<file path="src/ssqm_pkg.sv">
`timescale 1ns / 1ps

package ssqm_pkg;

    // fixed field widths of the ports
    localparam int SVC_W  = 10;
    localparam int WAIT_W = 16;
    localparam int QLEN_W = 7;
    localparam int CNT_W  = 20;
    localparam int SUM_W  = 32;

    // requests from the server logic to the stamp queue
    typedef struct packed {
        logic push_req;   // accepted tick carries an arrival
        logic pop;        // server takes the oldest stamp
    } q_ctrl_t;

    // queue status seen by the server logic
    typedef struct packed {
        logic full;       // arrival of this tick gets dropped
        logic has_item;   // at least one stamp after this tick's push
    } q_stat_t;

endpackage

</file>
<file path="src/single_server_queue_monitor_unit.sv">
`timescale 1ns / 1ps
// a tick accepted at a clock edge has its result registered onto the m_ ports at that same edge
// throughput: one tick per cycle while the result is taken, set by the single registered update of queue and server
// the result holds until taken; a new tick is accepted in the cycle the result is taken
// reset (aresetn low, synchronous): queue empty, server free, tick and statistics zero,
// service_time back to 1; the stamp ring itself is not cleared

module single_server_queue_monitor_unit #(
    parameter int QUEUE_DEPTH = 64,
    parameter int TICK_BITS   = 16
) (
    input  logic                        aclk,
    input  logic                        aresetn,
    // tick input
    input  logic                        s_valid,
    output logic                        s_ready,
    input  logic                        s_arrival,
    // configuration write
    input  logic                        cfg_valid,
    output logic                        cfg_ready,
    input  logic [ssqm_pkg::SVC_W-1:0]  cfg_service_time,
    // result output
    output logic                        m_valid,
    input  logic                        m_ready,
    output logic                        m_served,
    output logic [ssqm_pkg::WAIT_W-1:0] m_served_wait,
    output logic [ssqm_pkg::QLEN_W-1:0] m_queue_length,
    output logic                        m_server_busy,
    output logic [ssqm_pkg::CNT_W-1:0]  m_served_count,
    output logic [ssqm_pkg::WAIT_W-1:0] m_max_wait,
    output logic [ssqm_pkg::SUM_W-1:0]  m_total_wait,
    output logic [ssqm_pkg::SUM_W-1:0]  m_total_service,
    output logic                        m_dropped
);
    import ssqm_pkg::*;

    localparam int OCC_W = $clog2(QUEUE_DEPTH + 1);
    localparam int PTR_W = $clog2(QUEUE_DEPTH);

    logic                   accept;
    q_ctrl_t                q_ctrl;
    q_stat_t                q_stat;
    logic [TICK_BITS-1:0]   head_stamp;
    logic [OCC_W-1:0]       occupancy;

    logic [SVC_W-1:0]       svc_reg;
    logic [SVC_W-1:0]       svc_eff;
    logic [TICK_BITS-1:0]   tick_reg, tick_next;
    logic [TICK_BITS-1:0]   finish_reg, finish_next;
    logic                   busy_reg, busy_next;
    logic                   busy_held;
    logic                   pop;

    logic [TICK_BITS-1:0]   wait_raw;
    logic [TICK_BITS+15:0]  wait_wide;
    logic [WAIT_W-1:0]      wait_sat;
    logic [TICK_BITS+9:0]   finish_sum;
    logic [OCC_W+6:0]       occ_wide;

    logic                   m_valid_reg;
    logic                   served_reg;
    logic [WAIT_W-1:0]      wait_reg;
    logic                   dropped_reg;

    // output slot frees when empty or being taken
    assign s_ready   = !m_valid_reg || m_ready;
    assign accept    = s_valid && s_ready;
    assign cfg_ready = 1'b1;

    // service time register, zero acts as one
    always_ff @(posedge aclk) begin
        if (!aresetn) begin
            svc_reg <= SVC_W'(1);
        end else if (cfg_valid && cfg_ready) begin
            svc_reg <= cfg_service_time;
        end
    end
    assign svc_eff = (svc_reg == '0) ? SVC_W'(1) : svc_reg;

    // push request, then release at finish, then pop into a free server
    assign q_ctrl.push_req = accept && s_arrival;
    assign busy_held       = busy_reg && (tick_reg != finish_reg);
    assign pop             = accept && !busy_held && q_stat.has_item;
    assign q_ctrl.pop      = pop;

    ssqm_stamp_queue #(
        .DEPTH  (QUEUE_DEPTH),
        .TICK_W (TICK_BITS),
        .PTR_W  (PTR_W),
        .OCC_W  (OCC_W)
    ) u_queue (
        .aclk       (aclk),
        .aresetn    (aresetn),
        .ctrl       (q_ctrl),
        .tick_now   (tick_reg),
        .stat       (q_stat),
        .head_stamp (head_stamp),
        .occupancy  (occupancy)
    );

    // wait modulo the tick width, clipped to the field
    assign wait_raw  = tick_reg - head_stamp;
    assign wait_wide = {16'd0, wait_raw};
    assign wait_sat  = (|wait_wide[TICK_BITS+15:WAIT_W]) ? '1 : wait_wide[WAIT_W-1:0];

    assign finish_sum = {10'd0, tick_reg} + {{TICK_BITS{1'b0}}, svc_eff};

    // server state and tick counter
    always_comb begin
        tick_next   = tick_reg;
        finish_next = finish_reg;
        busy_next   = busy_reg;
        if (accept) begin
            tick_next = tick_reg + 1'b1;
            busy_next = busy_held || pop;
            if (pop) begin
                finish_next = finish_sum[TICK_BITS-1:0];
            end
        end
    end

    always_ff @(posedge aclk) begin
        if (!aresetn) begin
            tick_reg   <= '0;
            finish_reg <= '0;
            busy_reg   <= 1'b0;
        end else begin
            tick_reg   <= tick_next;
            finish_reg <= finish_next;
            busy_reg   <= busy_next;
        end
    end

    ssqm_stats u_stats (
        .aclk          (aclk),
        .aresetn       (aresetn),
        .pop           (pop),
        .wait_ticks    (wait_sat),
        .svc_ticks     (svc_eff),
        .served_count  (m_served_count),
        .max_wait      (m_max_wait),
        .total_wait    (m_total_wait),
        .total_service (m_total_service)
    );

    // per-tick result fields
    always_ff @(posedge aclk) begin
        if (!aresetn) begin
            m_valid_reg <= 1'b0;
        end else if (accept) begin
            m_valid_reg <= 1'b1;
        end else if (m_ready) begin
            m_valid_reg <= 1'b0;
        end
        if (accept) begin
            served_reg  <= pop;
            wait_reg    <= pop ? wait_sat : '0;
            dropped_reg <= s_arrival && q_stat.full;
        end
    end

    // state registers only move on a transfer, so they hold with the result
    assign occ_wide       = {7'd0, occupancy};
    assign m_valid        = m_valid_reg;
    assign m_served       = served_reg;
    assign m_served_wait  = wait_reg;
    assign m_queue_length = occ_wide[QLEN_W-1:0];
    assign m_server_busy  = busy_reg;
    assign m_dropped      = dropped_reg;

endmodule

</file>
<file path="src/ssqm_stamp_queue.sv">
`timescale 1ns / 1ps

module ssqm_stamp_queue #(
    parameter int DEPTH  = 64,
    parameter int TICK_W = 16,
    parameter int PTR_W  = $clog2(DEPTH),
    parameter int OCC_W  = $clog2(DEPTH + 1)
) (
    input  logic                 aclk,
    input  logic                 aresetn,
    input  ssqm_pkg::q_ctrl_t    ctrl,
    input  logic [TICK_W-1:0]    tick_now,
    output ssqm_pkg::q_stat_t    stat,
    output logic [TICK_W-1:0]    head_stamp,
    output logic [OCC_W-1:0]     occupancy
);
    import ssqm_pkg::*;

    logic [TICK_W-1:0] stamp_mem [DEPTH];
    logic [TICK_W-1:0] rd_data_reg;
    logic [TICK_W-1:0] byp_data_reg;
    logic              byp_valid_reg;

    logic [PTR_W-1:0]  head_reg, head_next;
    logic [PTR_W-1:0]  tail_reg, tail_next;
    logic [OCC_W-1:0]  occ_reg, occ_next, occ_push;
    logic              push;

    // push unless the ring is full
    assign stat.full     = (occ_reg == OCC_W'(DEPTH));
    assign push          = ctrl.push_req && !stat.full;
    assign occ_push      = occ_reg + OCC_W'(push);
    assign stat.has_item = (occ_push != '0);

    // an empty queue hands over the stamp being pushed this tick
    always_comb begin
        if (occ_reg == '0) begin
            head_stamp = tick_now;
        end else if (byp_valid_reg) begin
            head_stamp = byp_data_reg;
        end else begin
            head_stamp = rd_data_reg;
        end
    end

    // pointer and occupancy update with wrap at the ring end
    always_comb begin
        head_next = head_reg;
        tail_next = tail_reg;
        if (ctrl.pop) begin
            head_next = (head_reg == PTR_W'(DEPTH - 1)) ? '0 : head_reg + 1'b1;
        end
        if (push) begin
            tail_next = (tail_reg == PTR_W'(DEPTH - 1)) ? '0 : tail_reg + 1'b1;
        end
        occ_next = occ_push - OCC_W'(ctrl.pop);
    end

    assign occupancy = occ_reg;

    always_ff @(posedge aclk) begin
        if (!aresetn) begin
            head_reg <= '0;
            tail_reg <= '0;
            occ_reg  <= '0;
        end else begin
            head_reg <= head_next;
            tail_reg <= tail_next;
            occ_reg  <= occ_next;
        end
    end

    // stamp ring: one write, one registered read at the next head
    always_ff @(posedge aclk) begin
        if (push) begin
            stamp_mem[tail_reg] <= tick_now;
        end
        rd_data_reg <= stamp_mem[head_next];
    end

    // write to the address being read returns old data, so hold the new stamp
    always_ff @(posedge aclk) begin
        if (!aresetn) begin
            byp_valid_reg <= 1'b0;
        end else begin
            byp_valid_reg <= push && (tail_reg == head_next);
        end
        byp_data_reg <= tick_now;
    end

endmodule

</file>
<file path="src/ssqm_stats.sv">
`timescale 1ns / 1ps

module ssqm_stats (
    input  logic                        aclk,
    input  logic                        aresetn,
    input  logic                        pop,
    input  logic [ssqm_pkg::WAIT_W-1:0] wait_ticks,
    input  logic [ssqm_pkg::SVC_W-1:0]  svc_ticks,
    output logic [ssqm_pkg::CNT_W-1:0]  served_count,
    output logic [ssqm_pkg::WAIT_W-1:0] max_wait,
    output logic [ssqm_pkg::SUM_W-1:0]  total_wait,
    output logic [ssqm_pkg::SUM_W-1:0]  total_service
);
    import ssqm_pkg::*;

    logic [CNT_W-1:0]  count_reg, count_next;
    logic [WAIT_W-1:0] max_reg, max_next;
    logic [SUM_W-1:0]  wsum_reg, wsum_next;
    logic [SUM_W-1:0]  ssum_reg, ssum_next;
    logic [SUM_W:0]    wsum_add, ssum_add;

    assign wsum_add = {1'b0, wsum_reg} + {{(SUM_W + 1 - WAIT_W){1'b0}}, wait_ticks};
    assign ssum_add = {1'b0, ssum_reg} + {{(SUM_W + 1 - SVC_W){1'b0}}, svc_ticks};

    // saturating accumulators, updated on each service start
    always_comb begin
        count_next = count_reg;
        max_next   = max_reg;
        wsum_next  = wsum_reg;
        ssum_next  = ssum_reg;
        if (pop) begin
            count_next = (&count_reg) ? count_reg : count_reg + 1'b1;
            max_next   = (wait_ticks > max_reg) ? wait_ticks : max_reg;
            wsum_next  = wsum_add[SUM_W] ? '1 : wsum_add[SUM_W-1:0];
            ssum_next  = ssum_add[SUM_W] ? '1 : ssum_add[SUM_W-1:0];
        end
    end

    always_ff @(posedge aclk) begin
        if (!aresetn) begin
            count_reg <= '0;
            max_reg   <= '0;
            wsum_reg  <= '0;
            ssum_reg  <= '0;
        end else begin
            count_reg <= count_next;
            max_reg   <= max_next;
            wsum_reg  <= wsum_next;
            ssum_reg  <= ssum_next;
        end
    end

    assign served_count  = count_reg;
    assign max_wait      = max_reg;
    assign total_wait    = wsum_reg;
    assign total_service = ssum_reg;

endmodule

</file>
<file path="config.mk">
export PLATFORM = sky130hd
export DESIGN_NAME = single_server_queue_monitor_unit
export DESIGN_NICKNAME = d
export VERILOG_FILES = /design/src/ssqm_pkg.sv /design/src/single_server_queue_monitor_unit.sv /design/src/ssqm_stamp_queue.sv /design/src/ssqm_stats.sv
export SDC_FILE = /design/constraint.sdc
export NUM_CORES = 2
export LEC_CHECK = 0
export BUFFER_PORTS_ARGS = -buffer_cell sky130_fd_sc_hd__clkbuf_2
export CAP_MARGIN = 20
export CORE_ASPECT_RATIO = 1.1
export CORE_MARGIN = 10
export CORE_UTILIZATION = 60
export DETAILED_ROUTE_END_ITERATION = 8
export PLACE_DENSITY = 0.77
export RECOVER_POWER = 100
export SYNTH_ARGS = -nofsm -noshare
export SYNTH_HDL_FRONTEND = slang
export SYNTH_SLANG_ARGS = --single-unit
</file>
<file path="constraint.sdc">
create_clock -name aclk -period 16 [get_ports aclk]
set_input_delay 2.4 -clock aclk [delete_from_list [all_inputs] [get_ports aclk]]
set_output_delay 2.4 -clock aclk [all_outputs]
set_load 0.02 [all_outputs]
</file>
==> impl_results.md <==
* Status: finished, violations left
* Failing checks: capacitance limit, slew limit
* RePlAce Congestion at around 0.85
* DRT Wirelength at 132000 µm
* Vias in the first global route at 33800
* Drt via density at between 6 and 7
* Max reg flops at 1024
* Mapped Area at 0.0511 mm²
* Critical path class: in2reg
* Overall via count from detail_route at 35100
* Antenna Nets Post-Route at 0
* Skew final at 54.9 ps
* # Post-CTS Setup Buffers at 0
* Clock transition at path regs at around 60 ps
* Sequential cell area fraction in the yosys report at about 69%
* Mean Syn Cell Area at 11.8 µm²
* CTS tree: done
* Max Freq at 0.0896 GHz
* DRC viols at 0
* Reg-to-reg slack, setup at 5970 ps
* Setup Viol. Count Final at 0
* Sequential power share at a little under two fifths
* IO buf count at 143
* Die height at between 300 and 400 µm
* Most instantiated cells after synthesis: nand2_1, edfxtp_1, nand3_1
* H-tree depth at 3
* Worst setup SP type: primary input
* Slew HR at -195%
* CTS max path bufs at 3
* DPL Wire Length at 74600 µm
* Initial antenna violation count at 2
* P per Cell Area at 177 mW/mm²
* Synth Warn # at 0
* First-pass GRT wire length at slightly below 200000 µm
* Final nets at between 4000 and 5000
* Int Pwr at about 6.2 mW
* Design area at 0.0563 mm²
* Gr usage total at 26.2%
* TritonCTS sink count at 1238
* Req. time, crit path at between 15000 and 20000 ps
* FP Rows at 112
* Syn nets at 4413
* Final core utilization at 66.5%
* Crit. End Element: register
* Gate power share at a little over a third
* Tcrit/Tclk final at 69.8%
* Latest clock arrival within the worst-skew pair at slightly above 700 ps
* Yosys cell types at 68
* P&R area growth vs syn at 10.3%
* # resized after CTS at 0
* Cells after synthesis at 4318
* Final hold vios at 0
* Core Region at around 0.085 mm²
* Clock root buffer: clkbuf_16
* Clock power frac at 27.4%
* Async S/R FF share, synth at 0%
* Die area at 0.0972 mm²
* Initial Util at about 60%
* Antenna diodes at 0
* Yosys top cell area share at 61.3%
* Setup TNS at 0 ps
* 1st-iter DRT viols at 4113
* Crit-path max FO at ~110
* Maxcap violations at 26
* Synth top area cells: edfxtp_1, nand2_1, dfxtp_1
* TritonCTS buffer count at 115
* Cts hold-fix bufs at 0
* Switching share of power at 37.7%
* Power after layout at 9.96 mW
* Number of flops mapped to enable cells by yosys at 1042
* Pleak at 19.9 nW
* Most flops, register: u_queue.stamp_mem
* Die Width at 298 µm
* IO Count at 145
* Max Slew Vio Count at 1438
* Largest net degree at the start of global routing at between 200 and 250
* DR WL/cell at ~23 µm
* FILL cells at a little over 6000
* Most frequent cell after synthesis: nand2_1
* Post-synth top area cell: edfxtp_1
* Global route total overflow at 0
* Maximum resistive drop on vdd at ~0.00024 V
* HP Class: reg2reg
* Yosys reg bits at 1238
* Critical Path AT at 11770 ps
* Slew @ Worst Pin at 4420 ps
* Top_reg_cell synth: edfxtp_1
* Layout cells sized above 1 at 5.15%
* Drt pass-1 iters at 5
* Fin crit period at 11160 ps
* Placed Area at 0.0530 mm²
* Net switching power at 3.76 mW
* RSZ-0062 raised after global routing: no
[cell usage in the layout, fill, tap and decap left out, types with 14 or more instances in the layout]
cell type / netlist / final
nand2_1: 1096 / 1096
edfxtp_1: 1042 / 1042
nand3_1: 542 / 542
clkbuf_1: 127 / 244
nor2_1: 201 / 201
dfxtp_1: 196 / 194
nand4_1: 140 / 140
a21oi_1: 126 / 126
clkbuf_16: 0 / 117
ha_1: 75 / 75
xor2_1: 71 / 71
o22ai_1: 64 / 63
o21ai_0: 61 / 60
inv_1: 56 / 56
mux2i_1: 54 / 54
xnor2_1: 51 / 51
and3_1: 33 / 33
nor3_1: 25 / 26
clkinv_2: 0 / 21
or4_1: 18 / 18
and2_1: 26 / 17
a21o_1: 16 / 16
clkbuf_2: 0 / 15
buf_4: 7 / 15
o21a_1: 14 / 14
clkinv_1: 1 / 14
[metrics by stage]
step                std cells  hold slack (ps)  setup slack [ps]
global placement         5460              451              6410
floorplan                4318              443              9130
detailed placement       5461              457              6340
finish                   5681              466              4840
global route             5681              481              3980
CTS                      5679              463              6970
[layer usage]
metal / wire length [µm] / GRT usage [%] / part of all wire, %
met5: 0 / 0 / 0
met4: 6790 / 13.2 / 5.2
met3: 13400 / 4.42 / 10
met2: 62300 / 42.8 / 47
met1: 49100 / 33.7 / 37
[worst max-delay path, stage by stage]
cell and delay, ps:
clkbuf_2 70, nand2b_1 140, nand2_1 180, clkinv_1 530
nand2_1 120, a21oi_1 590, ha_1 350, ha_1 300
nand3_1 120, xnor2_1 190, nor3_1 350, a311o_2 270
clkinvlp_2 2110, mux2_8 1380, buf_4 910, buf_4 820
nand2_1 190, nand3_1 150, nand4_1 140, o22ai_1 170
or4_1 170
[area by class of cell]
cell class / instances / area, µm² / share of cell area (%)
Sequential cell: 1238 / 35200 / 62.5
Timing Repair Buffer: 247 / 1060 / 1.88
Tap cell: 1140 / 1430 / 2.53
Clock buffer: 155 / 3140 / 5.58
Multi-Input combinational cell: 2779 / 14600 / 26.0
Inverter: 59 / 224 / 0.398
Clock inverter: 63 / 637 / 1.13
[cell families after synthesis]
family / Yosys count / share of synthesized area [%]
muxes: 55 / 1.09
buffers and inverters: 301 / 2.55
and+or+nand+nor: 2145 / 18.7
xor gates and xnor gates: 122 / 2.09
AOI/OAI and AO/OA: 377 / 4.64
DFF: 1238 / 68.9
other: 1 / 0.00734
adders and majority gates: 79 / 1.99
[power groups by stage]
stage / combinational [mW] / clock, mW / sequential, mW
floorplan: 2.52 / 0 / 3.81
global placement: 3.43 / 0 / 3.77
detailed placement: 3.50 / 0 / 3.77
CTS: 3.53 / 2.75 / 3.70
global route: 3.90 / 2.87 / 3.71
finish: 3.53 / 2.73 / 3.71
[worst paths after layout]
kind                 startpoint                     end  depth (start not counted)
hold / removal    finish_reg[7]           finish_reg[7]                          2
hold reg to reg   finish_reg[7]           finish_reg[7]                          2
setup / recovery        m_ready  u_queue.rd_data_reg[7]                         21
setup reg to reg    tick_reg[5]  u_queue.rd_data_reg[7]                         14
Note: power is estimated with default switching activity, not from simulation.
